$ cat src/sv/dwdt_pkg.sv
// Shared types and constants of the deferred-work deadline table.
package dwdt_pkg;

    localparam int DWDT_SLOTS   = 16;
    localparam int TIME_W       = 32;
    localparam int ARG_W        = 32;
    localparam int DELAY_W      = 31;
    localparam int SLOT_FIELD_W = 4;
    localparam int MODE_W       = 2;
    localparam int IN_DATA_W    = 72;
    localparam int OUT_DATA_W   = 40;

    typedef enum logic [MODE_W-1:0] {
        MODE_SCHEDULE = 2'd0,
        MODE_CANCEL   = 2'd1,
        MODE_TICK     = 2'd2
    } t_mode;

    typedef enum logic {
        ALU_ADD = 1'b0,
        ALU_SUB = 1'b1
    } t_alu_op;

    typedef struct packed {
        t_alu_op           op;
        logic [TIME_W-1:0] a;
        logic [TIME_W-1:0] b;
    } t_alu_req;

endpackage

$ cat src/sv/dwdt_ram.sv
// Generic simple dual-port RAM with one write port and one registered read port.
module dwdt_ram #(
    parameter int WIDTH = 32,
    parameter int DEPTH = 16
) (
    input  logic                     i_clk,
    input  logic                     i_we,
    input  logic [$clog2(DEPTH)-1:0] i_waddr,
    input  logic [WIDTH-1:0]         i_wdata,
    input  logic [$clog2(DEPTH)-1:0] i_raddr,
    output logic [WIDTH-1:0]         o_rdata
);

    logic [WIDTH-1:0] r_mem [DEPTH];
    logic [WIDTH-1:0] r_rdata;

    always_ff @(posedge i_clk) begin
        if (i_we) begin
            r_mem[i_waddr] <= i_wdata;
        end
        r_rdata <= r_mem[i_raddr];
    end

    assign o_rdata = r_rdata;

endmodule

$ cat src/sv/dwdt_alu.sv
// Shared 32-bit adder and subtractor used for deadlines, the tick count and time compares.
module dwdt_alu import dwdt_pkg::*; (
    input  t_alu_req          i_req,
    output logic [TIME_W-1:0] o_result
);

    always_comb begin
        unique case (i_req.op)
            ALU_ADD: o_result = i_req.a + i_req.b;
            ALU_SUB: o_result = i_req.a - i_req.b;
            default: o_result = i_req.a + i_req.b;
        endcase
    end

endmodule

$ cat src/sv/deferred_work_deadline_table.sv
// Deferred-work deadline table: SLOTS work slots, each with a pending bit, a deadline and an
// argument, kept in insertion order and fired by timer ticks. The input channel takes one
// transaction at a time and is not ready while one is in progress. A schedule goes through
// S_SCHED_CMP; a cancel of a pending slot or a tick with work pending walks every pending
// slot, while a tick with nothing pending and ignored items stay in idle. A cancel walks the
// order list RAM only; a tick walks it and then the deadline and argument RAMs, each with a
// registered read, into the one shared adder that compares the deadline against the tick
// count; a tick also waits while a fired result cannot be handed on. Fired slots leave in
// insertion order, the last one of a tick marked by tlast. A waiting result sits in an output
// register, so the next transaction is accepted while it is still held. Pending bits are
// flip-flops cleared by reset, so no clearing pass follows reset.
module deferred_work_deadline_table import dwdt_pkg::*; #(
    parameter int SLOTS = DWDT_SLOTS
) (
    input  logic                  i_clk,
    input  logic                  i_rst_n,
    input  logic                  i_s_tvalid,
    output logic                  o_s_tready,
    // slot [3:0], argument [35:4], delay_ticks [66:36], zero [71:67]
    input  logic [IN_DATA_W-1:0]  i_s_tdata,
    // mode [1:0]
    input  logic [MODE_W-1:0]     i_s_tuser,
    output logic                  o_m_tvalid,
    input  logic                  i_m_tready,
    // fired_slot [3:0], fired_argument [35:4], zero [39:36]
    output logic [OUT_DATA_W-1:0] o_m_tdata,
    output logic                  o_m_tlast
);

    localparam int SLOT_W = $clog2(SLOTS);
    localparam int CNT_W  = $clog2(SLOTS + 1);
    localparam logic [CNT_W-1:0] CNT_ONE = CNT_W'(1);

    typedef enum logic [7:0] {
        S_IDLE      = 8'b0000_0001,
        S_SCHED_CMP = 8'b0000_0010,
        S_TK_LIST   = 8'b0000_0100,
        S_TK_SLOT   = 8'b0000_1000,
        S_TK_EVAL   = 8'b0001_0000,
        S_TK_FLUSH  = 8'b0010_0000,
        S_CN_LIST   = 8'b0100_0000,
        S_CN_CHK    = 8'b1000_0000
    } t_state;

    t_state              r_state, n_state;
    logic [SLOTS-1:0]    r_pending, n_pending;
    logic [CNT_W-1:0]    r_count, n_count;
    logic [CNT_W-1:0]    r_rd, n_rd;
    logic [CNT_W-1:0]    r_wr, n_wr;
    logic [TIME_W-1:0]   r_now, n_now;
    logic [TIME_W-1:0]   r_due, n_due;
    logic [SLOT_W-1:0]   r_slot, n_slot;
    logic [ARG_W-1:0]    r_arg, n_arg;
    logic [SLOT_W-1:0]   r_e, n_e;
    logic                r_hold_valid, n_hold_valid;
    logic [SLOT_W-1:0]   r_hold_slot, n_hold_slot;
    logic [ARG_W-1:0]    r_hold_arg, n_hold_arg;
    logic                r_out_valid, n_out_valid;
    logic [SLOT_W-1:0]   r_out_slot, n_out_slot;
    logic [ARG_W-1:0]    r_out_arg, n_out_arg;
    logic                r_out_last, n_out_last;

    logic [SLOT_FIELD_W-1:0] in_slot;
    logic [ARG_W-1:0]        in_arg;
    logic [DELAY_W-1:0]      in_delay;
    logic [SLOT_W-1:0]       in_idx;
    logic                    slot_ok;
    logic                    out_free;
    logic                    fire;
    logic                    scan_done;

    t_alu_req            alu_req;
    logic [TIME_W-1:0]   alu_result;

    logic                list_we;
    logic [SLOT_W-1:0]   list_waddr, list_wdata, list_raddr, list_rdata;
    logic                dl_we, arg_we;
    logic [SLOT_W-1:0]   slot_raddr;
    logic [TIME_W-1:0]   dl_rdata;
    logic [ARG_W-1:0]    arg_rdata;

    assign in_slot  = i_s_tdata[3:0];
    assign in_arg   = i_s_tdata[35:4];
    assign in_delay = i_s_tdata[66:36];
    assign in_idx   = SLOT_W'(in_slot);
    assign slot_ok  = ({28'd0, in_slot} < 32'(SLOTS));
    assign out_free = !r_out_valid || i_m_tready;
    assign fire     = alu_result[TIME_W-1];
    assign scan_done = ((r_rd + CNT_ONE) == r_count);

    assign o_s_tready = (r_state == S_IDLE);
    assign o_m_tvalid = r_out_valid;
    assign o_m_tdata  = {4'd0, r_out_arg, SLOT_FIELD_W'(r_out_slot)};
    assign o_m_tlast  = r_out_last;

    // Operand selection for the shared adder.
    always_comb begin
        alu_req.op = ALU_ADD;
        alu_req.a  = r_now;
        alu_req.b  = {1'b0, in_delay};
        unique case (r_state)
            S_IDLE: begin
                if (i_s_tuser == MODE_TICK) begin
                    alu_req.b = TIME_W'(1);
                end
            end
            S_SCHED_CMP: begin
                alu_req.op = ALU_SUB;
                alu_req.a  = dl_rdata;
                alu_req.b  = r_due;
            end
            S_TK_EVAL: begin
                alu_req.op = ALU_SUB;
                alu_req.a  = dl_rdata;
                alu_req.b  = r_now;
            end
            default: begin
                alu_req.op = ALU_ADD;
            end
        endcase
    end

    dwdt_alu u_alu (
        .i_req    (alu_req),
        .o_result (alu_result)
    );

    // Sequencer.
    always_comb begin
        n_state      = r_state;
        n_pending    = r_pending;
        n_count      = r_count;
        n_rd         = r_rd;
        n_wr         = r_wr;
        n_now        = r_now;
        n_due        = r_due;
        n_slot       = r_slot;
        n_arg        = r_arg;
        n_e          = r_e;
        n_hold_valid = r_hold_valid;
        n_hold_slot  = r_hold_slot;
        n_hold_arg   = r_hold_arg;
        n_out_valid  = r_out_valid && !i_m_tready;
        n_out_slot   = r_out_slot;
        n_out_arg    = r_out_arg;
        n_out_last   = r_out_last;
        list_we      = 1'b0;
        list_waddr   = r_wr[SLOT_W-1:0];
        list_wdata   = list_rdata;
        dl_we        = 1'b0;
        arg_we       = 1'b0;

        unique case (r_state)
            S_IDLE: begin
                if (i_s_tvalid) begin
                    n_slot = in_idx;
                    n_arg  = in_arg;
                    n_due  = alu_result;
                    n_rd   = '0;
                    n_wr   = '0;
                    priority if (i_s_tuser == MODE_SCHEDULE) begin
                        if (slot_ok) begin
                            n_state = S_SCHED_CMP;
                        end
                    end else if (i_s_tuser == MODE_CANCEL) begin
                        if (slot_ok && r_pending[in_idx]) begin
                            n_pending[in_idx] = 1'b0;
                            n_state = S_CN_LIST;
                        end
                    end else if (i_s_tuser == MODE_TICK) begin
                        n_now = alu_result;
                        if (r_count != '0) begin
                            n_state = S_TK_LIST;
                        end
                    end else begin
                        n_state = S_IDLE;
                    end
                end
            end
            S_SCHED_CMP: begin
                if (r_pending[r_slot]) begin
                    // Same work again: only an earlier or equal deadline is taken.
                    dl_we = (arg_rdata == r_arg) && !fire;
                end else if (r_count < CNT_W'(SLOTS)) begin
                    dl_we      = 1'b1;
                    arg_we     = 1'b1;
                    list_we    = 1'b1;
                    list_waddr = r_count[SLOT_W-1:0];
                    list_wdata = r_slot;
                    n_pending[r_slot] = 1'b1;
                    n_count    = r_count + CNT_ONE;
                end
                n_state = S_IDLE;
            end
            S_TK_LIST: begin
                n_state = S_TK_SLOT;
            end
            S_TK_SLOT: begin
                n_e     = list_rdata;
                n_state = S_TK_EVAL;
            end
            S_TK_EVAL: begin
                if (!(fire && r_hold_valid && !out_free)) begin
                    if (fire) begin
                        // The held result is not the last one, so it goes out now.
                        if (r_hold_valid) begin
                            n_out_valid = 1'b1;
                            n_out_slot  = r_hold_slot;
                            n_out_arg   = r_hold_arg;
                            n_out_last  = 1'b0;
                        end
                        n_hold_valid   = 1'b1;
                        n_hold_slot    = r_e;
                        n_hold_arg     = arg_rdata;
                        n_pending[r_e] = 1'b0;
                    end else begin
                        list_we    = 1'b1;
                        list_wdata = r_e;
                        n_wr       = r_wr + CNT_ONE;
                    end
                    n_rd    = r_rd + CNT_ONE;
                    n_state = scan_done ? S_TK_FLUSH : S_TK_LIST;
                end
            end
            S_TK_FLUSH: begin
                if (!r_hold_valid) begin
                    n_count = r_wr;
                    n_state = S_IDLE;
                end else if (out_free) begin
                    n_out_valid  = 1'b1;
                    n_out_slot   = r_hold_slot;
                    n_out_arg    = r_hold_arg;
                    n_out_last   = 1'b1;
                    n_hold_valid = 1'b0;
                    n_count      = r_wr;
                    n_state      = S_IDLE;
                end
            end
            S_CN_LIST: begin
                n_state = S_CN_CHK;
            end
            S_CN_CHK: begin
                n_wr = r_wr;
                if (list_rdata != r_slot) begin
                    list_we = 1'b1;
                    n_wr    = r_wr + CNT_ONE;
                end
                n_rd = r_rd + CNT_ONE;
                if (scan_done) begin
                    n_count = n_wr;
                    n_state = S_IDLE;
                end else begin
                    n_state = S_CN_LIST;
                end
            end
            default: begin
                n_state = S_IDLE;
            end
        endcase
    end

    assign list_raddr = r_rd[SLOT_W-1:0];
    assign slot_raddr = (r_state == S_IDLE) ? in_idx : list_rdata;

    dwdt_ram #(.WIDTH(SLOT_W), .DEPTH(SLOTS)) u_list_ram (
        .i_clk   (i_clk),
        .i_we    (list_we),
        .i_waddr (list_waddr),
        .i_wdata (list_wdata),
        .i_raddr (list_raddr),
        .o_rdata (list_rdata)
    );

    dwdt_ram #(.WIDTH(TIME_W), .DEPTH(SLOTS)) u_deadline_ram (
        .i_clk   (i_clk),
        .i_we    (dl_we),
        .i_waddr (r_slot),
        .i_wdata (r_due),
        .i_raddr (slot_raddr),
        .o_rdata (dl_rdata)
    );

    dwdt_ram #(.WIDTH(ARG_W), .DEPTH(SLOTS)) u_arg_ram (
        .i_clk   (i_clk),
        .i_we    (arg_we),
        .i_waddr (r_slot),
        .i_wdata (r_arg),
        .i_raddr (slot_raddr),
        .o_rdata (arg_rdata)
    );

    always_ff @(posedge i_clk) begin
        if (!i_rst_n) begin
            r_state      <= S_IDLE;
            r_pending    <= '0;
            r_count      <= '0;
            r_rd         <= '0;
            r_wr         <= '0;
            r_now        <= '0;
            r_hold_valid <= 1'b0;
            r_out_valid  <= 1'b0;
        end else begin
            r_state      <= n_state;
            r_pending    <= n_pending;
            r_count      <= n_count;
            r_rd         <= n_rd;
            r_wr         <= n_wr;
            r_now        <= n_now;
            r_hold_valid <= n_hold_valid;
            r_out_valid  <= n_out_valid;
        end
    end

    always_ff @(posedge i_clk) begin
        r_due       <= n_due;
        r_slot      <= n_slot;
        r_arg       <= n_arg;
        r_e         <= n_e;
        r_hold_slot <= n_hold_slot;
        r_hold_arg  <= n_hold_arg;
        r_out_slot  <= n_out_slot;
        r_out_arg   <= n_out_arg;
        r_out_last  <= n_out_last;
    end

endmodule

$ cat config.mk
export PLATFORM = sky130hd
export DESIGN_NAME = deferred_work_deadline_table
export DESIGN_NICKNAME = d
export VERILOG_FILES = /design/src/sv/dwdt_pkg.sv /design/src/sv/dwdt_ram.sv /design/src/sv/dwdt_alu.sv /design/src/sv/deferred_work_deadline_table.sv
export SDC_FILE = /design/constraint.sdc
export NUM_CORES = 2
export LEC_CHECK = 0
export BUFFER_PORTS_ARGS = -buffer_cell sky130_fd_sc_hd__buf_2
export CAP_MARGIN = 30
export CORE_UTILIZATION = 62
export DETAILED_ROUTE_END_ITERATION = 16
export HOLD_SLACK_MARGIN = 0.03
export PLACE_DENSITY = 0.78
export RECOVER_POWER = 100
export SYNTH_ARGS = -nofsm -noshare
export SYNTH_HDL_FRONTEND = slang
export SYNTH_SLANG_ARGS = --single-unit
$ cat constraint.sdc
create_clock -name i_clk -period 11.93 [get_ports i_clk]
set_clock_uncertainty 0.2 [all_clocks]
set_input_delay 1.7895 -clock i_clk [delete_from_list [all_inputs] [get_ports i_clk]]
set_output_delay 1.7895 -clock i_clk [all_outputs]
set_load 0.02 [all_outputs]
==> results.yml <==
layout:
  final_util_pct: 70.21
  regArea_um2: 39850
  fillers: 5219
  multi_input_area_um2: 14500
  num-nets-final: 3426
  drive_above_1_share_pct: 18.51
  syn_to_final_growth_pct: 11.60
clocking:
  cts-resized-gates: 0
  cts_buffers: 136
  cts.sinks: 1374
  cts_root_buffer: "clkbuf_16"
  clkSlewWorstSetupHoldPaths_ps: 60
  cts.path.max_buffers: 3
  cts_tree: "yes"
  hold_buffers: 0
  clkLatencyLatePin_ps: 760
  cts_htree_levels: 4
  postCtsSetupRepairBufs: 0
global_routing:
  grt-ovfl-total: 0
  antenna_found_initial: 7
  grt_pass1_wl_um: 205800
  grt_max_degree: 151
  grtUsageTotal_pct: 31.62
  grt_pass1_vias: 31660
setup_path:
  crit_slowest_cell: "and4b_4"
  cp_cell_sequence: "nor4_1, and4b_4, nor2_1, a21oi_1, nand3_1, nor3_1, and2_0, a21oi_1, xor2_1, ha_1, a22o_1, or4_1, or2_2, o211ai_1, o22ai_1, a211oi_1, o21ai_1, a21oi_2, o21ai_0, nor2_4, buf_16, buf_4"
  required_ps: 12190
  critPathMaxStageDelay_ps: 1060
  startpoint_type: "flop"
  critPathMaxFanout: 75
  critPathCaptureType: "flop"
  arrival_ps: 10540
  setup.worst_path.class: "flop to flop"
  crit_top_cell: "a21oi_1"
synth:
  synth_top_family_by_area: "multiplexers"
  syn_avg_cell_area_um2: 17.38
  synth_ff_type: "edfxtp_1"
  synth_compound_area_share_pct: 5.577
  yosys_warnings: 0
  synth_area_um2: 54920
  synth-xor-area-share_pct: 1.595
  async_flop_share_pct: 0
  synth_area_leaders: "edfxtp_1 67%, mux4_2 12%, dfxtp_1 5.1%"
  synth.area.mux_share_pct: 12.04
  yosys.area.top_type_share_pct: 67.41
  synth-simple-area-share_pct: 5.971
  syn_inst: 3161
  post-synth-top-count-cell: "edfxtp_1"
  yosysTopAreaCell: "edfxtp_1"
  synth_common_cells: "1233 x edfxtp_1, 331 x nand2_1, 286 x mux4_2, 141 x dfxtp_1"
  synth_seq_cells: 1374
  yosys.area_share.adder_pct: 0.8338
  synth.distinct_cells: 79
  synth-edff-count: 1233
  ys_seq_area_share_pct: 72.55
sta:
  timing.setup.tns_ps: 0
  min_period_ps: 10280
  rsz0062_at_grt: "false"
  slew_headroom_pct: -189.0
  min_period_over_period_pct: 86.17
  max_freq_ghz: 0.09727
  worst_slew_pin_slew_ps: 4335
  slew_violations: 909
  postLayoutSetupSlackWorst_ps: 1650
  hold_violations: 0
  setup_viol_count_final: 0
job:
  drv_cap: 31
detailed_routing:
  post_drt_wl_per_cell_um: 30.72
  firstDrtPassIters: 6
  postRouteAntennaNets: 0
  routed_wl_um: 140700
  vias_per_cell: 6.852
  vias: 31390
  drt_iter0_markers: 4242
  route.detailed.drc: 0
floorplan:
  fp.coreArea_um2: 87290
  fp-row-count: 108
  fp.dieW_um: 299.6
  dieArea_um2: 89780
  die_y_um: 299.6
  io_pins: 121
  initial_core_util_pct: 62.92
place:
  pre_cts_ws_ps: 1943
  io_buffers: 111
  hpwl_um: 75380
  gp_congestion: 0.9068
pwr:
  ir_worst_vdd_mv: 0.1483
  powerDensity_nw_per_um2: 191.0
  p_leak_nw: 19.76
outcome:
  violations: "max-capacitance violations, max-slew violations"
  status: "finished with violations"
worst_hold_path:
  min_path_type: "flop to flop"
==> metal layers <==
layer / share of wire [%] / vias up / GRT usage (%)
met5: 0.028 / - / 0
met3: 11 / 314 / 7.676
li1: - / 12880 / -
met2: 48 / 2235 / 49.75
met4: 3.1 / 6 / 10.70
met1: 37 / 15950 / 43.97
==> cell usage in the layout, fill, tap and decap left out, types with 56 or more instances in the layout <==
| master | instances |
|---|---|
| buf_2 | 56 |
| a211oi_1 | 77 |
| nand2_1 | 331 |
| clkbuf_16 | 139 |
| xnor2_1 | 63 |
| edfxtp_1 | 1233 |
| a21oi_1 | 126 |
| mux4_2 | 286 |
| o21ai_0 | 56 |
| a31oi_1 | 76 |
| clkbuf_1 | 123 |
| nor2_1 | 97 |
| dfxtp_1 | 141 |
==> sequential cells by signal, indices dropped and copies added, names as in the netlist, 8 cells and up <==
register                flops
u_deadline_ram.r_mem      512
u_arg_ram.r_mem           512
r_due                      32
u_deadline_ram.o_rdata     32
r_pending                  16
r_out_arg                  32
r_state                     8
u_arg_ram.o_rdata          32
r_hold_arg                 32
r_arg                      32
r_now                      32
u_list_ram.r_mem           64
==> where the power goes <==
part	internal [W]	switching [W]	leakage, nW	total (W)
registers	0.00559	0.000351	12.3	0.00594
logic	0.000638	0.000865	5.32	0.00150
clock network	0.00244	0.00182	2.15	0.00426
total	0.00867	0.00304	19.8	0.0117
==> area by class of cell <==
class,count,share of cell area (%)
tap,1155,2.358
inverter,22,0.1347
sequential,1374,65.01
timing repair buffer,177,1.568
multi-input combinational,1601,23.66
clock inverter,55,0.9901
clock buffer,196,6.269
antenna,1,0.004083
==> logic make-up (layout without fill, tap and decap cells) <==
family	Yosys count	in the layout
flip-flops	1374	1374
AND/OR/NAND/NOR	695	695
AO/OA/AOI/OAI	466	466
multiplexers	300	300
buffers and inverters	189	450
XOR/XNOR	100	100
adder cells (fa/ha/maj)	36	36
other	1	5
==> stage by stage <==
step,cell area [um2],hold slack (ps),power [W],std cells
global route,61290,215.2,0.01201,4581
global placement,57030,202.4,0.007388,4323
finish,61290,204.5,0.01171,4581
detailed placement,57130,204.5,0.007460,4328
CTS,61580,208.1,0.01170,4579
floorplan,54930,200.3,0.006899,3164
==> critical path, delay by kind of cell (launching register included) <==
kind	cells	cell delay [ps]
compound gates	9	3530
buf+inv	2	410
simple gates	9	4830
flops	1	390
xor+xnor	1	210
fa+ha+maj	1	380
==> worst paths after layout <==
check / from / slack [ps] / end / depth (start not counted)
worst max-delay path: r_state[7]$_SDFFE_PN0P_ / 1650 / u_deadline_ram.r_mem[2][15]$_DFFE_PP_ / 22
worst min-delay path: r_hold_arg[9]$_DFFE_PP_ / 200 / r_out_arg[9]$_DFFE_PP_ / 0
worst max register to register: r_state[7]$_SDFFE_PN0P_ / 1650 / u_deadline_ram.r_mem[2][15]$_DFFE_PP_ / 22
worst min register to register: r_hold_arg[9]$_DFFE_PP_ / 200 / r_out_arg[9]$_DFFE_PP_ / 0
(Power assumes the default switching activity.)
